### config.mk
export PLATFORM = sky130hd
export DESIGN_NAME = lossless_jpeg_pair_diff_encoder_flat
export DESIGN_NICKNAME = d
export VERILOG_FILES = /design/src/hw/rtl/lje_pkg.sv /design/src/hw/rtl/lje_in_if.sv /design/src/hw/rtl/lje_out_if.sv /design/src/hw/rtl/lje_front.sv /design/src/hw/rtl/lje_queue.sv /design/src/hw/rtl/lje_back.sv /design/src/hw/rtl/lossless_jpeg_pair_diff_encoder.sv /design/src/flat_wrapper.sv
export SDC_FILE = /design/constraint.sdc
export NUM_CORES = 1
export LEC_CHECK = 0
export ABC_AREA = 0
export BUFFER_PORTS_ARGS = -buffer_cell sky130_fd_sc_hd__buf_2
export CORE_MARGIN = 4
export CORE_UTILIZATION = 45
export DETAILED_ROUTE_END_ITERATION = 8
export MAX_ROUTING_LAYER = met4
export PLACE_DENSITY = 0.67
export SLEW_MARGIN = 20
export SYNTH_ARGS = -nofsm -noshare
export SYNTH_HDL_FRONTEND = slang
export SYNTH_SLANG_ARGS = --single-unit
### constraint.sdc
create_clock -name clk -period 6.25 [get_ports clk]
set_input_delay 0.9375 -clock clk [delete_from_list [all_inputs] [get_ports clk]]
set_output_delay 0.9375 -clock clk [all_outputs]
set_load 0.02 [all_outputs]
### src/hw/rtl/lje_pkg.sv
`default_nettype none
package lje_pkg;

  localparam int unsigned CATEGORIES    = 17;
  localparam int unsigned SAMPLE_W      = 16;
  localparam int unsigned CAT_W         = 5;
  localparam int unsigned LEN_W         = 5;
  localparam int unsigned CODE_W        = 16;
  localparam int unsigned DEPTH_W       = 5;
  localparam int unsigned CHUNK_LEN_W   = 6;
  localparam int unsigned CHUNK_W       = 32;
  localparam int unsigned TABLE_ENTRIES = 2 * CATEGORIES;
  localparam int unsigned ADDR_W        = $clog2(TABLE_ENTRIES);

  localparam logic [DEPTH_W-1:0] DEPTH_RESET = 5'd16;
  localparam logic [DEPTH_W-1:0] DEPTH_MAX   = 5'd16;
  localparam logic [DEPTH_W-1:0] DEPTH_MIN   = 5'd1;
  localparam logic [CAT_W-1:0]   CAT_ZERO    = 5'd0;
  localparam logic [CAT_W-1:0]   CAT_MAX     = 5'd16;
  localparam logic [LEN_W-1:0]   LEN_MAX     = 5'd16;

  localparam logic ACT_ENCODE = 1'b0;
  localparam logic ACT_LOAD   = 1'b1;

  typedef struct packed {
    logic                is_load;
    logic [SAMPLE_W-1:0] diff0;
    logic [SAMPLE_W-1:0] diff1;
    logic                tsel;
    logic [CAT_W-1:0]    tcat;
    logic [LEN_W-1:0]    elen;
    logic [CODE_W-1:0]   ecode;
  } work_t;

  typedef struct packed {
    logic [LEN_W-1:0]  len;
    logic [CODE_W-1:0] code;
  } entry_t;

  typedef struct packed {
    logic full;
    logic empty;
  } q_status_t;

  function automatic logic [ADDR_W-1:0] entry_addr(input logic tsel,
                                                   input logic [CAT_W-1:0] cat);
    logic [ADDR_W-1:0] base;
    base = tsel ? ADDR_W'(CATEGORIES) : '0;
    return base + ADDR_W'(cat);
  endfunction

  function automatic logic [CAT_W-1:0] category(input logic [SAMPLE_W-1:0] diff);
    logic [SAMPLE_W-1:0] mag;
    logic [CAT_W-1:0]    c;
    mag = diff[SAMPLE_W-1] ? (~diff + 1'b1) : diff;
    c = '0;
    for (int i = 0; i < SAMPLE_W; i++) begin
      if (mag[i]) begin
        c = CAT_W'(i + 1);
      end
    end
    return c;
  endfunction

  function automatic logic [SAMPLE_W-1:0] extra_bits(input logic [SAMPLE_W-1:0] diff,
                                                     input logic [CAT_W-1:0] cat);
    logic [SAMPLE_W-1:0] data;
    logic [SAMPLE_W-1:0] mask;
    data = diff[SAMPLE_W-1] ? (diff - 1'b1) : diff;
    mask = SAMPLE_W'((17'(1) << cat) - 17'(1));
    if (cat == CAT_ZERO || cat == CAT_MAX) begin
      return '0;
    end
    return data & mask;
  endfunction

endpackage
`default_nettype wire

### src/hw/rtl/lje_in_if.sv
`default_nettype none
interface lje_in_if;
  logic                              valid;
  logic                              ready;
  logic                              action;
  logic [lje_pkg::SAMPLE_W-1:0]      first_sample;
  logic [lje_pkg::SAMPLE_W-1:0]      second_sample;
  logic                              row_begin;
  logic                              image_begin;
  logic                              zero_fill;
  logic                              table_choice;
  logic [lje_pkg::CAT_W-1:0]         table_category;
  logic [lje_pkg::LEN_W-1:0]         entry_length;
  logic [lje_pkg::CODE_W-1:0]        entry_code;

  modport source (
    output valid, action, first_sample, second_sample, row_begin, image_begin,
           zero_fill, table_choice, table_category, entry_length, entry_code,
    input  ready
  );

  modport sink (
    input  valid, action, first_sample, second_sample, row_begin, image_begin,
           zero_fill, table_choice, table_category, entry_length, entry_code,
    output ready
  );
endinterface
`default_nettype wire

### src/hw/rtl/lje_out_if.sv
`default_nettype none
interface lje_out_if;
  logic                              valid;
  logic                              ready;
  logic                              channel;
  logic [lje_pkg::CHUNK_LEN_W-1:0]   chunk_length;
  logic [lje_pkg::CHUNK_W-1:0]       chunk_bits;
  logic                              last;

  modport source (
    output valid, channel, chunk_length, chunk_bits, last,
    input  ready
  );

  modport sink (
    input  valid, channel, chunk_length, chunk_bits, last,
    output ready
  );
endinterface
`default_nettype wire

### src/hw/rtl/lje_front.sv
`default_nettype none
module lje_front (
  input  wire logic                          clk,
  input  wire logic                          rst_n,
  input  wire logic                          cfg_we,
  input  wire logic [lje_pkg::DEPTH_W-1:0]   cfg_wdata,
  lje_in_if.sink                             in_ch,
  input  wire lje_pkg::q_status_t            q_status,
  output logic                               push,
  output lje_pkg::work_t                     push_data
);

  logic [lje_pkg::DEPTH_W-1:0]  depth_r;
  logic [lje_pkg::SAMPLE_W-1:0] left0_r, left1_r, above0_r, above1_r;
  logic [lje_pkg::DEPTH_W-1:0]  depth_c;
  logic [3:0]                   mid_shift;
  logic [lje_pkg::SAMPLE_W-1:0] midpoint;
  logic [lje_pkg::SAMPLE_W-1:0] pa0, pa1, p0, p1;
  logic                         accept;
  logic                         encode;
  logic                         update;
  logic [lje_pkg::LEN_W-1:0]    elen_c;
  logic [lje_pkg::CODE_W-1:0]   code_mask;

  assign in_ch.ready = !q_status.full;
  assign accept      = in_ch.valid && in_ch.ready;
  assign encode      = (in_ch.action == lje_pkg::ACT_ENCODE);
  assign update      = accept && encode && !in_ch.zero_fill;

  always_comb begin
    if (depth_r < lje_pkg::DEPTH_MIN) begin
      depth_c = lje_pkg::DEPTH_MIN;
    end else if (depth_r > lje_pkg::DEPTH_MAX) begin
      depth_c = lje_pkg::DEPTH_MAX;
    end else begin
      depth_c = depth_r;
    end
    mid_shift = 4'(depth_c - lje_pkg::DEPTH_MIN);
    midpoint  = lje_pkg::SAMPLE_W'(1) << mid_shift;
  end

  always_comb begin
    pa0 = (in_ch.image_begin) ? midpoint : above0_r;
    pa1 = (in_ch.image_begin) ? midpoint : above1_r;
    p0  = in_ch.row_begin ? pa0 : left0_r;
    p1  = in_ch.row_begin ? pa1 : left1_r;
  end

  always_comb begin
    elen_c    = (in_ch.entry_length > lje_pkg::LEN_MAX) ? lje_pkg::LEN_MAX : in_ch.entry_length;
    code_mask = lje_pkg::CODE_W'((17'(1) << elen_c) - 17'(1));
  end

  always_comb begin
    push_data.is_load = (in_ch.action == lje_pkg::ACT_LOAD);
    push_data.diff0   = in_ch.zero_fill ? '0 : (in_ch.first_sample - p0);
    push_data.diff1   = in_ch.zero_fill ? '0 : (in_ch.second_sample - p1);
    push_data.tsel    = in_ch.table_choice;
    push_data.tcat    = in_ch.table_category;
    push_data.elen    = elen_c;
    push_data.ecode   = in_ch.entry_code & code_mask;
    push = accept &&
           (encode || (in_ch.table_category < lje_pkg::CAT_W'(lje_pkg::CATEGORIES)));
  end

  always_ff @(posedge clk) begin
    if (!rst_n) begin
      depth_r  <= lje_pkg::DEPTH_RESET;
      left0_r  <= '0;
      left1_r  <= '0;
      above0_r <= '0;
      above1_r <= '0;
    end else begin
      if (cfg_we) begin
        depth_r <= cfg_wdata;
      end
      if (update) begin
        left0_r <= in_ch.first_sample;
        left1_r <= in_ch.second_sample;
        if (in_ch.row_begin) begin
          above0_r <= in_ch.first_sample;
          above1_r <= in_ch.second_sample;
        end
      end
    end
  end

endmodule
`default_nettype wire

### src/hw/rtl/lje_queue.sv
`default_nettype none
module lje_queue #(
  parameter int unsigned DEPTH = 4
) (
  input  wire logic                clk,
  input  wire logic                rst_n,
  input  wire logic                push,
  input  wire lje_pkg::work_t      push_data,
  input  wire logic                pop,
  output lje_pkg::work_t           head,
  output lje_pkg::q_status_t       status
);

  localparam int unsigned PTR_W = (DEPTH > 1) ? $clog2(DEPTH) : 1;
  localparam int unsigned CNT_W = $clog2(DEPTH + 1);

  lje_pkg::work_t     slots_r [DEPTH];
  logic [PTR_W-1:0]   wr_ptr_r, wr_ptr_nxt;
  logic [PTR_W-1:0]   rd_ptr_r, rd_ptr_nxt;
  logic [CNT_W-1:0]   count_r, count_nxt;

  assign head         = slots_r[rd_ptr_r];
  assign status.full  = (count_r == CNT_W'(DEPTH));
  assign status.empty = (count_r == '0);

  always_comb begin
    wr_ptr_nxt = wr_ptr_r;
    rd_ptr_nxt = rd_ptr_r;
    count_nxt  = count_r;
    if (push) begin
      wr_ptr_nxt = (wr_ptr_r == PTR_W'(DEPTH - 1)) ? '0 : wr_ptr_r + 1'b1;
    end
    if (pop) begin
      rd_ptr_nxt = (rd_ptr_r == PTR_W'(DEPTH - 1)) ? '0 : rd_ptr_r + 1'b1;
    end
    if (push && !pop) begin
      count_nxt = count_r + 1'b1;
    end else if (pop && !push) begin
      count_nxt = count_r - 1'b1;
    end
  end

  always_ff @(posedge clk) begin
    if (!rst_n) begin
      wr_ptr_r <= '0;
      rd_ptr_r <= '0;
      count_r  <= '0;
    end else begin
      wr_ptr_r <= wr_ptr_nxt;
      rd_ptr_r <= rd_ptr_nxt;
      count_r  <= count_nxt;
    end
  end

  always_ff @(posedge clk) begin
    if (push) begin
      slots_r[wr_ptr_r] <= push_data;
    end
  end

  a_no_overflow: assert property (@(posedge clk) disable iff (!rst_n)
    push |-> (!status.full || pop))
    else $error("queue push while full");

  a_no_underflow: assert property (@(posedge clk) disable iff (!rst_n)
    pop |-> !status.empty)
    else $error("queue pop while empty");

  a_count_bound: assert property (@(posedge clk) disable iff (!rst_n)
    count_r <= CNT_W'(DEPTH))
    else $error("queue count out of range");

endmodule
`default_nettype wire

### src/hw/rtl/lje_back.sv
`default_nettype none
module lje_back (
  input  wire logic                clk,
  input  wire logic                rst_n,
  input  wire lje_pkg::work_t      head,
  input  wire lje_pkg::q_status_t  q_status,
  output logic                     pop,
  lje_out_if.source                out_ch
);

  lje_pkg::entry_t               table_r [lje_pkg::TABLE_ENTRIES];
  lje_pkg::entry_t               rd_r;
  logic                          sub_r, sub_nxt;
  logic                          out_valid_r, out_valid_nxt;
  logic                          chan_r;
  logic [lje_pkg::CAT_W-1:0]     cat_r;
  logic [lje_pkg::SAMPLE_W-1:0]  data_r;
  logic                          head_valid;
  logic                          do_load;
  logic                          issue;
  logic                          stage_free;
  logic [lje_pkg::SAMPLE_W-1:0]  cur_diff;
  logic [lje_pkg::CAT_W-1:0]     cur_cat;
  logic [lje_pkg::CAT_W-1:0]     ext;

  assign head_valid = !q_status.empty;
  assign stage_free = !out_valid_r || out_ch.ready;
  assign do_load    = head_valid && head.is_load;
  assign issue      = head_valid && !head.is_load && stage_free;
  assign pop        = do_load || (issue && sub_r);
  assign cur_diff   = sub_r ? head.diff1 : head.diff0;
  assign cur_cat    = lje_pkg::category(cur_diff);

  always_comb begin
    sub_nxt       = issue ? !sub_r : sub_r;
    out_valid_nxt = issue || (out_valid_r && !out_ch.ready);
  end

  always_ff @(posedge clk) begin
    if (!rst_n) begin
      sub_r       <= 1'b0;
      out_valid_r <= 1'b0;
    end else begin
      sub_r       <= sub_nxt;
      out_valid_r <= out_valid_nxt;
    end
  end

  always_ff @(posedge clk) begin
    if (do_load) begin
      table_r[lje_pkg::entry_addr(head.tsel, head.tcat)] <= {head.elen, head.ecode};
    end
    if (issue) begin
      rd_r   <= table_r[lje_pkg::entry_addr(sub_r, cur_cat)];
      chan_r <= sub_r;
      cat_r  <= cur_cat;
      data_r <= lje_pkg::extra_bits(cur_diff, cur_cat);
    end
  end

  always_comb begin
    ext = (cat_r == lje_pkg::CAT_ZERO || cat_r == lje_pkg::CAT_MAX) ? '0 : cat_r;
    out_ch.valid        = out_valid_r;
    out_ch.channel      = chan_r;
    out_ch.last         = chan_r;
    out_ch.chunk_length = lje_pkg::CHUNK_LEN_W'(rd_r.len) + lje_pkg::CHUNK_LEN_W'(ext);
    out_ch.chunk_bits   = (lje_pkg::CHUNK_W'(rd_r.code) << ext) |
                          lje_pkg::CHUNK_W'(data_r);
  end

  a_second_chunk_src: assert property (@(posedge clk) disable iff (!rst_n)
    sub_r |-> (head_valid && !head.is_load))
    else $error("second chunk pending without an encode request at head");

  a_pop_with_head: assert property (@(posedge clk) disable iff (!rst_n)
    pop |-> head_valid)
    else $error("pop without a request at head");

  a_len_bound: assert property (@(posedge clk) disable iff (!rst_n)
    out_valid_r |-> (out_ch.chunk_length <= lje_pkg::CHUNK_LEN_W'(lje_pkg::CHUNK_W)))
    else $error("chunk length above word width");

  a_pair_order: assert property (@(posedge clk) disable iff (!rst_n)
    (issue && !sub_r) |=> sub_r)
    else $error("first chunk not followed by second");

endmodule
`default_nettype wire

### src/hw/rtl/lossless_jpeg_pair_diff_encoder.sv
// An accepted pair passes a queue slot and the registered table read to its channel 0 chunk,
//   then channel 1, and is popped once both are issued; one table load per cycle if no pair
//   waits ahead. The single result port and the one table read per cycle set the pair rate.
// A request queue of QUEUE_DEPTH entries lets the input run ahead of a stalled output.
// Reset (rst_n, synchronous, active low): predictors to 0, sample_depth to 16, queue
//   and output empty; Huffman table contents are not cleared and must be loaded.
`default_nettype none
module lossless_jpeg_pair_diff_encoder #(
  parameter int unsigned QUEUE_DEPTH = 4
) (
  input  wire logic                          clk,
  input  wire logic                          rst_n,
  input  wire logic                          cfg_we,
  input  wire logic [lje_pkg::DEPTH_W-1:0]   cfg_wdata,
  lje_in_if.sink                             in_ch,
  lje_out_if.source                          out_ch
);

  lje_pkg::work_t     push_data;
  lje_pkg::work_t     head;
  lje_pkg::q_status_t q_status;
  logic               push;
  logic               pop;

  lje_front u_front (
    .clk       (clk),
    .rst_n     (rst_n),
    .cfg_we    (cfg_we),
    .cfg_wdata (cfg_wdata),
    .in_ch     (in_ch),
    .q_status  (q_status),
    .push      (push),
    .push_data (push_data)
  );

  lje_queue #(
    .DEPTH (QUEUE_DEPTH)
  ) u_queue (
    .clk       (clk),
    .rst_n     (rst_n),
    .push      (push),
    .push_data (push_data),
    .pop       (pop),
    .head      (head),
    .status    (q_status)
  );

  lje_back u_back (
    .clk      (clk),
    .rst_n    (rst_n),
    .head     (head),
    .q_status (q_status),
    .pop      (pop),
    .out_ch   (out_ch)
  );

endmodule
`default_nettype wire

### src/flat_wrapper.sv
// flat-port wrapper written by rule: the top's interface ports become plain ports
module lossless_jpeg_pair_diff_encoder_flat 
#(
  parameter int unsigned QUEUE_DEPTH = 4
)
  (clk, rst_n, cfg_we, cfg_wdata, in_ch_valid, in_ch_action, in_ch_first_sample, in_ch_second_sample, in_ch_row_begin, in_ch_image_begin, in_ch_zero_fill, in_ch_table_choice, in_ch_table_category, in_ch_entry_length, in_ch_entry_code, in_ch_ready, out_ch_valid, out_ch_channel, out_ch_chunk_length, out_ch_chunk_bits, out_ch_last, out_ch_ready);
  lje_in_if in_ch_i ();
  lje_out_if out_ch_i ();
  input  wire logic clk;
  input  wire logic rst_n;
  input  wire logic cfg_we;
  input  wire logic [lje_pkg::DEPTH_W-1:0] cfg_wdata;
  input wire logic [$bits(in_ch_i.valid)-1:0] in_ch_valid;
  input wire logic [$bits(in_ch_i.action)-1:0] in_ch_action;
  input wire logic [$bits(in_ch_i.first_sample)-1:0] in_ch_first_sample;
  input wire logic [$bits(in_ch_i.second_sample)-1:0] in_ch_second_sample;
  input wire logic [$bits(in_ch_i.row_begin)-1:0] in_ch_row_begin;
  input wire logic [$bits(in_ch_i.image_begin)-1:0] in_ch_image_begin;
  input wire logic [$bits(in_ch_i.zero_fill)-1:0] in_ch_zero_fill;
  input wire logic [$bits(in_ch_i.table_choice)-1:0] in_ch_table_choice;
  input wire logic [$bits(in_ch_i.table_category)-1:0] in_ch_table_category;
  input wire logic [$bits(in_ch_i.entry_length)-1:0] in_ch_entry_length;
  input wire logic [$bits(in_ch_i.entry_code)-1:0] in_ch_entry_code;
  output wire logic [$bits(in_ch_i.ready)-1:0] in_ch_ready;
  output wire logic [$bits(out_ch_i.valid)-1:0] out_ch_valid;
  output wire logic [$bits(out_ch_i.channel)-1:0] out_ch_channel;
  output wire logic [$bits(out_ch_i.chunk_length)-1:0] out_ch_chunk_length;
  output wire logic [$bits(out_ch_i.chunk_bits)-1:0] out_ch_chunk_bits;
  output wire logic [$bits(out_ch_i.last)-1:0] out_ch_last;
  input wire logic [$bits(out_ch_i.ready)-1:0] out_ch_ready;
  assign in_ch_i.valid = in_ch_valid;
  assign in_ch_i.action = in_ch_action;
  assign in_ch_i.first_sample = in_ch_first_sample;
  assign in_ch_i.second_sample = in_ch_second_sample;
  assign in_ch_i.row_begin = in_ch_row_begin;
  assign in_ch_i.image_begin = in_ch_image_begin;
  assign in_ch_i.zero_fill = in_ch_zero_fill;
  assign in_ch_i.table_choice = in_ch_table_choice;
  assign in_ch_i.table_category = in_ch_table_category;
  assign in_ch_i.entry_length = in_ch_entry_length;
  assign in_ch_i.entry_code = in_ch_entry_code;
  assign in_ch_ready = in_ch_i.ready;
  assign out_ch_valid = out_ch_i.valid;
  assign out_ch_channel = out_ch_i.channel;
  assign out_ch_chunk_length = out_ch_i.chunk_length;
  assign out_ch_chunk_bits = out_ch_i.chunk_bits;
  assign out_ch_last = out_ch_i.last;
  assign out_ch_i.ready = out_ch_ready;
  lossless_jpeg_pair_diff_encoder #(.QUEUE_DEPTH(QUEUE_DEPTH)) u_core (.clk(clk), .rst_n(rst_n), .cfg_we(cfg_we), .cfg_wdata(cfg_wdata), .in_ch(in_ch_i), .out_ch(out_ch_i));
endmodule
==> flow_summary.ini, run 1 <==
[run_status]
status = completed

[floorplan]
io_pins = 115
die_h_um = 328.5
fp.dieArea_mm2 = 0.1079
die_w_um = 328.5
initial_core_util = 0.4535
core_area_mm2 = 0.1019
rows = 117

[finish]
finalNetCount = 3040
fin_util = 0.5122
fill_cells = 8242
drive_gt1_frac = 0.2498
area_growth_pct = 12.93

[pwr]
power_density_mw_per_mm2 = 634.2
sw_frac_of_total = 0.3692
pwr-share-comb = 0.515
p_clk_frac = 0.189
p_leak_nw = 17.14
intPower_w = 0.02088
ir_drop_v = 0.001148
seqPwrFrac = 0.296
p_switching_w = 0.01222

[timing]
setup_viol = 0
rsz0062_at_grt = no
fin_crit_sh = 0.9466
final_hold_viol_count = 0
skew_ns = 0.03993
min_period_ns = 5.917
relSlewSlack = 0.3016
finalWorstSetupSlack_ns = 0.3335
hold_slack_ns = 0.4615
worst_pin_slew_ns = 1.045
fin_setup_tns_ns = 0
max_freq_mhz = 169.0
final_max_slew_viol_count = 0

[placement]
hpwl_um = 67260
gp_congestion = 0.8780
dp_slack_ns = 0.3669
io_buffers = 114

[synthesis]
synth_cells = 2771
ys_ff_latch = 1077
ys_types = 90
yosysWarnings = 0
synth_edf_count = 997
ys.flop_type = edfxtp_1
avgSynthCellArea_um2 = 16.68
synth_nets = 2898
synth-seq-area-share = 0.6825
netlist_area_mm2 = 0.04621
async_flop_share = 0

[global_routing]
grt_start_max_net_pins = 80
grt_first_pass_wirelength_um = 161700
overflow = 0
antenna_found_initial = 2
grtUsageTotal = 0.2027
grt_pass1_vias = 25487

[worst_setup_path]
critPathMaxFanout = 43
cp-end-kind = flop
crit_type = reg2reg
required_ns = 6.66
arrival_ns = 6.33
crit_path_start_kind = flop

[job]
cap_violations = 0

[clock_tree]
clk_latency_ns = 0.69
h-tree-depth = 3
clockBufferDepth = 3
cts_tree = yes
cts.sinks = 1077
clk_pin_slew_ns = 0.06
cts_buffers = 107
root_buffer = clkbuf_16

[hold_path]
min_path_type = reg2reg

[routing]
wl_um = 106800
routed-via-count = 25520
wl_per_cell_um = 24.43
firstDrtPassIters = 9
antenna_left = 0
vias_per_cell = 5.838
drtIter0Drc = 2717
drc = 0
routing by layer:
metal | track usage | up-vias | wire length (um)
met1 | 0.2889 | 13204 | 47060
met4 | 0.04752 | 0 | 2232
met2 | 0.3140 | 892 | 51190
li1 | - | 11257 | -
met5 | - | - | 0
met3 | 0.02802 | 167 | 6300
sequential cells by signal, indices dropped and copies added (netlist names), named ones only:
signal	cells
u_core.u_back.table_r	714
u_core.u_back.out_ch.channel	1
u_core.u_front.left1_r	16
u_core.u_queue.slots_r	240
u_core.u_queue.wr_ptr_r	2
u_core.u_queue.rd_ptr_r	2
u_core.u_back.rd_r	21
u_core.u_back.data_r	16
u_core.u_back.cat_r	5
u_core.u_front.above1_r	16
u_core.u_front.left0_r	16
u_core.u_back.out_ch.valid	1
u_core.u_front.above0_r	16
u_core.u_queue.count_r	3
u_core.u_back.sub_r	1
u_core.u_front.depth_r	5
cells by family after synthesis:
| kind of cell | Yosys count | share of synthesized area |
|---|---|---|
| compound gates | 397 | 0.06200 |
| xor+xnor | 55 | 0.01099 |
| fa+ha+maj | 54 | 0.01527 |
| buf+inv | 192 | 0.01822 |
| flops | 1077 | 0.6825 |
| mux | 390 | 0.1502 |
| other cells | 1 | 0.00008115 |
| simple gates | 605 | 0.06071 |
cells in the final DEF, fill, tap and decap left out, drive strengths merged, types with 6 or more instances in the layout:
master and instances:
nor3 47, and2 19, mux2i 102, o21bai 15, a21oi 52, ha 50, buf 193, and3 12
dfxtp 80, xor2 12, nor2b 41, mux4 230, o21a 17, bufinv 8, a21boi 77, nand2b 8
nor2 127, a21o 8, clkinv 51, a31o 6, or3 8, a211oi 33, nand4 6, nand2 253
edfxtp 997, mux2 58, a22o 22, nor4 13, xnor2 43, clkbuf 132, o22ai 34, nand3 56
inv 35, o21ai 75, a31oi 14
power groups by stage:
stage | registers (W) | logic [W] | clock network, W
after floorplan | 0.00962 | 0.0126 | 0
after global placement | 0.00992 | 0.0168 | 0
after detailed placement | 0.00996 | 0.0171 | 0
after CTS | 0.00981 | 0.0172 | 0.00636
after global routing | 0.00984 | 0.0183 | 0.00669
final | 0.00980 | 0.0170 | 0.00626
synthesized netlist by cell type, types with 17 or more instances:
cell type	n	area, um2
o21ai_0	74	370.4
clkbuf_1	109	409.1
buf_2	18	90.09
o21a_1	17	127.6
dfxtp_1	80	1602
xnor2_1	41	359.1
a21boi_0	77	578.1
and2_1	18	112.6
mux2_2	57	641.9
edfxtp_1	997	29940
a22o_1	22	192.7
nand3_1	53	265.3
mux2i_1	93	930.9
a21oi_1	50	250.2
a211oi_2	20	250.2
nor3_1	46	230.2
ha_1	50	625.6
o22ai_1	34	212.7
nor2b_1	41	256.5
inv_1	29	108.9
nor2_1	126	473.0
mux4_2	230	5180
nand2_1	250	938.4
what timing repair did:
| item | in CTS | in global routing |
|---|---|---|
| resized for setup | 0 | 1 |
| buffers inserted | 0 | 0 |
| endpoints found under the setup margin | 0 | 1 |
| hold buffers | 0 | 0 |
worst paths after layout:
kind,depth (start not counted),end,from,slack (ns)
hold / removal,2,u_core.u_front.left0_r[12],u_core.u_front.left0_r[12],0.46
hold reg to reg,2,u_core.u_front.left0_r[12],u_core.u_front.left0_r[12],0.46
setup / recovery,20,u_core.u_back.rd_r[0],flop,0.33
setup reg to reg,20,u_core.u_back.rd_r[0],flop,0.33
stage by stage:
stage | total power (W) | area (um2) | std cells
2_1_floorplan | 0.02219 | 46220 | 2771
3_5_place_dp | 0.02706 | 48730 | 4172
3_3_place_gp | 0.02674 | 48730 | 4172
5_1_grt | 0.03478 | 52180 | 4370
4_1_cts | 0.03333 | 52180 | 4370
6_report | 0.03310 | 52180 | 4371
layout make-up:
type / instances / area [um2] / area share
multi-input cells: 1502 / 14080 / 0.2699
inverters: 32 / 120.1 / 0.002302
diodes: 1 / 2.502 / 0.00004795
clock buffers: 132 / 2801 / 0.05368
well taps: 1368 / 1712 / 0.03280
clock inverters: 66 / 640.6 / 0.01228
flip-flops and latches: 1077 / 31550 / 0.6045
repair buffers: 193 / 1276 / 0.02446
worst max-delay path: stages (launching register included):
cell	delay, ns
dfxtp_4	0.59
mux4_2	0.59
mux2i_4	0.30
o2111a_2	0.34
and3_1	0.38
buf_4	0.23
nand3_1	0.08
a21oi_1	0.22
o22ai_1	0.11
o21ai_0	0.28
and2_1	0.26
ha_4	0.18
ha_4	0.16
nand4b_1	0.12
mux2i_1	0.10
nor4_2	0.40
buf_12	0.35
nand2_1	0.11
buf_4	0.27
o22ai_1	0.44
a211oi_1	0.09
Note: power is estimated with default switching activity, not from simulation.
==> run 2, diff against run 1 <==
- REMOVE_ABC_BUFFERS: not set -> 1
==> run 2 against run 1 <==
  * Clock skew decreased by 0.0099 ns
  * Setup slack better by 0.10 ns
  * Utilization shrank 0.079 points
  * Count of clock-buffer cells in the layout is 6 higher
  * First-iteration DRC count is 2.7% higher
  * Critical path depth down 3
  * Final cell count is 0.21% lower
  * Non-clock buffer count down 9
  * Combinational power about the same
  * Design area decreased by 0.15%
  * Highest routed layer unchanged
==> flow_summary.ini, run 2 (synthesis gave the netlist of run 1 again) <==
[clock_tree]
clk_latency_ns = 0.68
clk_pin_slew_ns = 0.06
holdBufCountCts = 0
root_buffer = clkbuf_16
cts.sinks = 1077
cts_buffers = 105
cts_tree = yes
clockBufferDepth = 3
h-tree-depth = 3

[timing]
max_freq_mhz = 172.0
min_period_ns = 5.813
rsz0062_at_grt = no
final_hold_viol_count = 0
worst_pin_slew_ns = 1.043
setup_viol = 0
skew_ns = 0.03006
fin_crit_sh = 0.9300
fin_setup_tns_ns = 0
relSlewSlack = 0.3032
final_max_slew_viol_count = 0

[finish]
area_growth_pct = 12.75
drive_gt1_frac = 0.2452
top_register = u_core.u_back.table_r
largest_reg_flops = 714
final_common_cell = edfxtp_1
final_cell_mix = 997 x edfxtp_1, 249 x nand2_1, 230 x mux4_2, 114 x buf_2, 107 x clkbuf_16
finalNetCount = 3029
fin_area_mm2 = 0.05210
reg.largest.list = u_core.u_back.table_r (714), u_core.u_queue.slots_r (240), u_core.u_back.rd_r (21)

[global_routing]
overflow = 0
antenna_found_initial = 4
grtUsageTotal = 0.2052
grt_start_max_net_pins = 79
grt_first_pass_wirelength_um = 163300
grt_pass1_vias = 25538

[placement]
io_buffers = 114
gp_congestion = 0.8634
place_area_mm2 = 0.04865
hpwl_um = 68300

[run_status]
status = completed

[floorplan]
fp.dieArea_mm2 = 0.1079
initial_core_util = 0.4535
die_h_um = 328.5
rows = 117
core_area_mm2 = 0.1019
io_pins = 115
die_w_um = 328.5

[pwr]
power_density_mw_per_mm2 = 631.5
p_switching_w = 0.01209
seqPwrFrac = 0.296
pwr-share-comb = 0.515
ir_drop_v = 0.0006586
intPower_w = 0.02081
sw_frac_of_total = 0.3675
p_clk_frac = 0.189
p_leak_nw = 17.05

[worst_setup_path]
arrival_ns = 6.21
cp-end-kind = flop
cp_slowest_stage_delay_ns = 0.61
r2r_end = u_core.u_back.rd_r[6]
reg2reg_depth = 17
cp_slowest_cell = dfxtp_4
required_ns = 6.65
crit_path_start_kind = flop
crit_chain = mux4_2 -> mux2i_2 -> nand3_2 -> nor4_4 -> a21oi_2 -> xnor2_4 -> and3_1 -> o21ai_0 -> and2_1 -> ha_4 -> ha_4 -> buf_12 -> buf_12 -> mux4_2 -> mux2i_1 -> a22o_1 -> a211oi_2
r2r_slack_ns = 0.44
critPathMaxFanout = 26
crit_type = reg2reg

[routing]
routed-via-count = 25419
firstDrtPassIters = 5
antenna_left = 0
vias_per_cell = 5.827
wl_per_cell_um = 24.68
wl_um = 107700
drtIter0Drc = 2790
drc = 0

[hold_path]
whs_path_depth = 2
hp-start = u_core.u_front.left0_r[8]
min_path_type = reg2reg
whs_endpoint = u_core.u_front.left0_r[8]

[job]
cap_violations = 0
-- run 2: cell count changes in the layout (fill, tap and decap cells not counted), sizes merged --
cell / before / now
bufinv: 8 / 9
clkinvlp: 4 / 8
buf: 193 / 184
clkbuf: 132 / 138
diode: 1 / 4
inv: 35 / 34
clkinv: 51 / 38
-- run 2: worst max-delay path by stage --
stage,start,to,slack (ns),cells past startpoint
floorplan,flop,u_core.u_back.rd_r[10],-8.71,17
finish,flop,u_core.u_back.rd_r[6],0.44,17
CTS,flop,u_core.u_back.rd_r[1],0.14,15
global placement,flop,u_core.u_back.rd_r[1],0.25,15
global route,flop,u_core.u_back.rd_r[1],0.04,15
detailed placement,flop,u_core.u_back.rd_r[1],0.17,15
-- run 2: final cells by class --
cell class,count,area [um2]
fillers,8269,49780
flip-flops and latches,1077,31550
multi-input cells,1502,14090
clock buffers,138,2818
well taps,1368,1712
repair buffers,184,1216
clock inverters,57,590.6
inverters,32,120.1
diodes,4,10.01
-- run 2: layer usage --
layer	vias to the layer above	part of all wire	track usage
li1	11237	-	-
met1	13142	0.44	0.2944
met2	892	0.47	0.3120
met3	148	0.060	0.02549
met4	0	0.028	0.06015
met5	-	0	-
-- run 2: power by group through the flow --
| stage | registers (W) | clock network (W) | logic (W) |
|---|---|---|---|
| 2_1_floorplan | 0.00976 | 0 | 0.00744 |
| 3_3_place_gp | 0.00988 | 0 | 0.0167 |
| 3_5_place_dp | 0.00990 | 0 | 0.0170 |
| 4_1_cts | 0.00976 | 0.00636 | 0.0171 |
| 5_1_grt | 0.00978 | 0.00667 | 0.0182 |
| 6_report | 0.00974 | 0.00623 | 0.0169 |
-- run 2: metrics by stage --
stage / power, W / std cells / setup slack, ns / hold slack (ns) / util
3_5_place_dp: 0.02691 / 4162 / 0.1719 / 0.4581 / 0.4775
5_1_grt: 0.03466 / 4362 / 0.03887 / 0.4693 / 0.5114
4_1_cts: 0.03318 / 4357 / 0.1447 / 0.4466 / 0.5109
2_1_floorplan: 0.01719 / 2611 / -8.710 / 0.4403 / -
3_3_place_gp: 0.02653 / 4162 / 0.2470 / 0.4480 / 0.4774
6_report: 0.03290 / 4362 / 0.4373 / 0.4620 / 0.5114
-- run 2: repair_timing --
action	4_1_cts	5_1_grt
resized for setup	0	2
endpoints found under the setup margin	0	19
buffers inserted	0	1
-- run 2: worst max-delay path: cells and delay by family (launching register included) --
family / cells / cell delay, ns
muxes: 4 / 1.54
adders and majority gates: 2 / 0.73
DFF: 1 / 0.61
xor gates and xnor gates: 1 / 0.23
AOI/OAI and AO/OA: 4 / 0.66
buffers and inverters: 2 / 0.49
and+or+nand+nor: 4 / 1.23
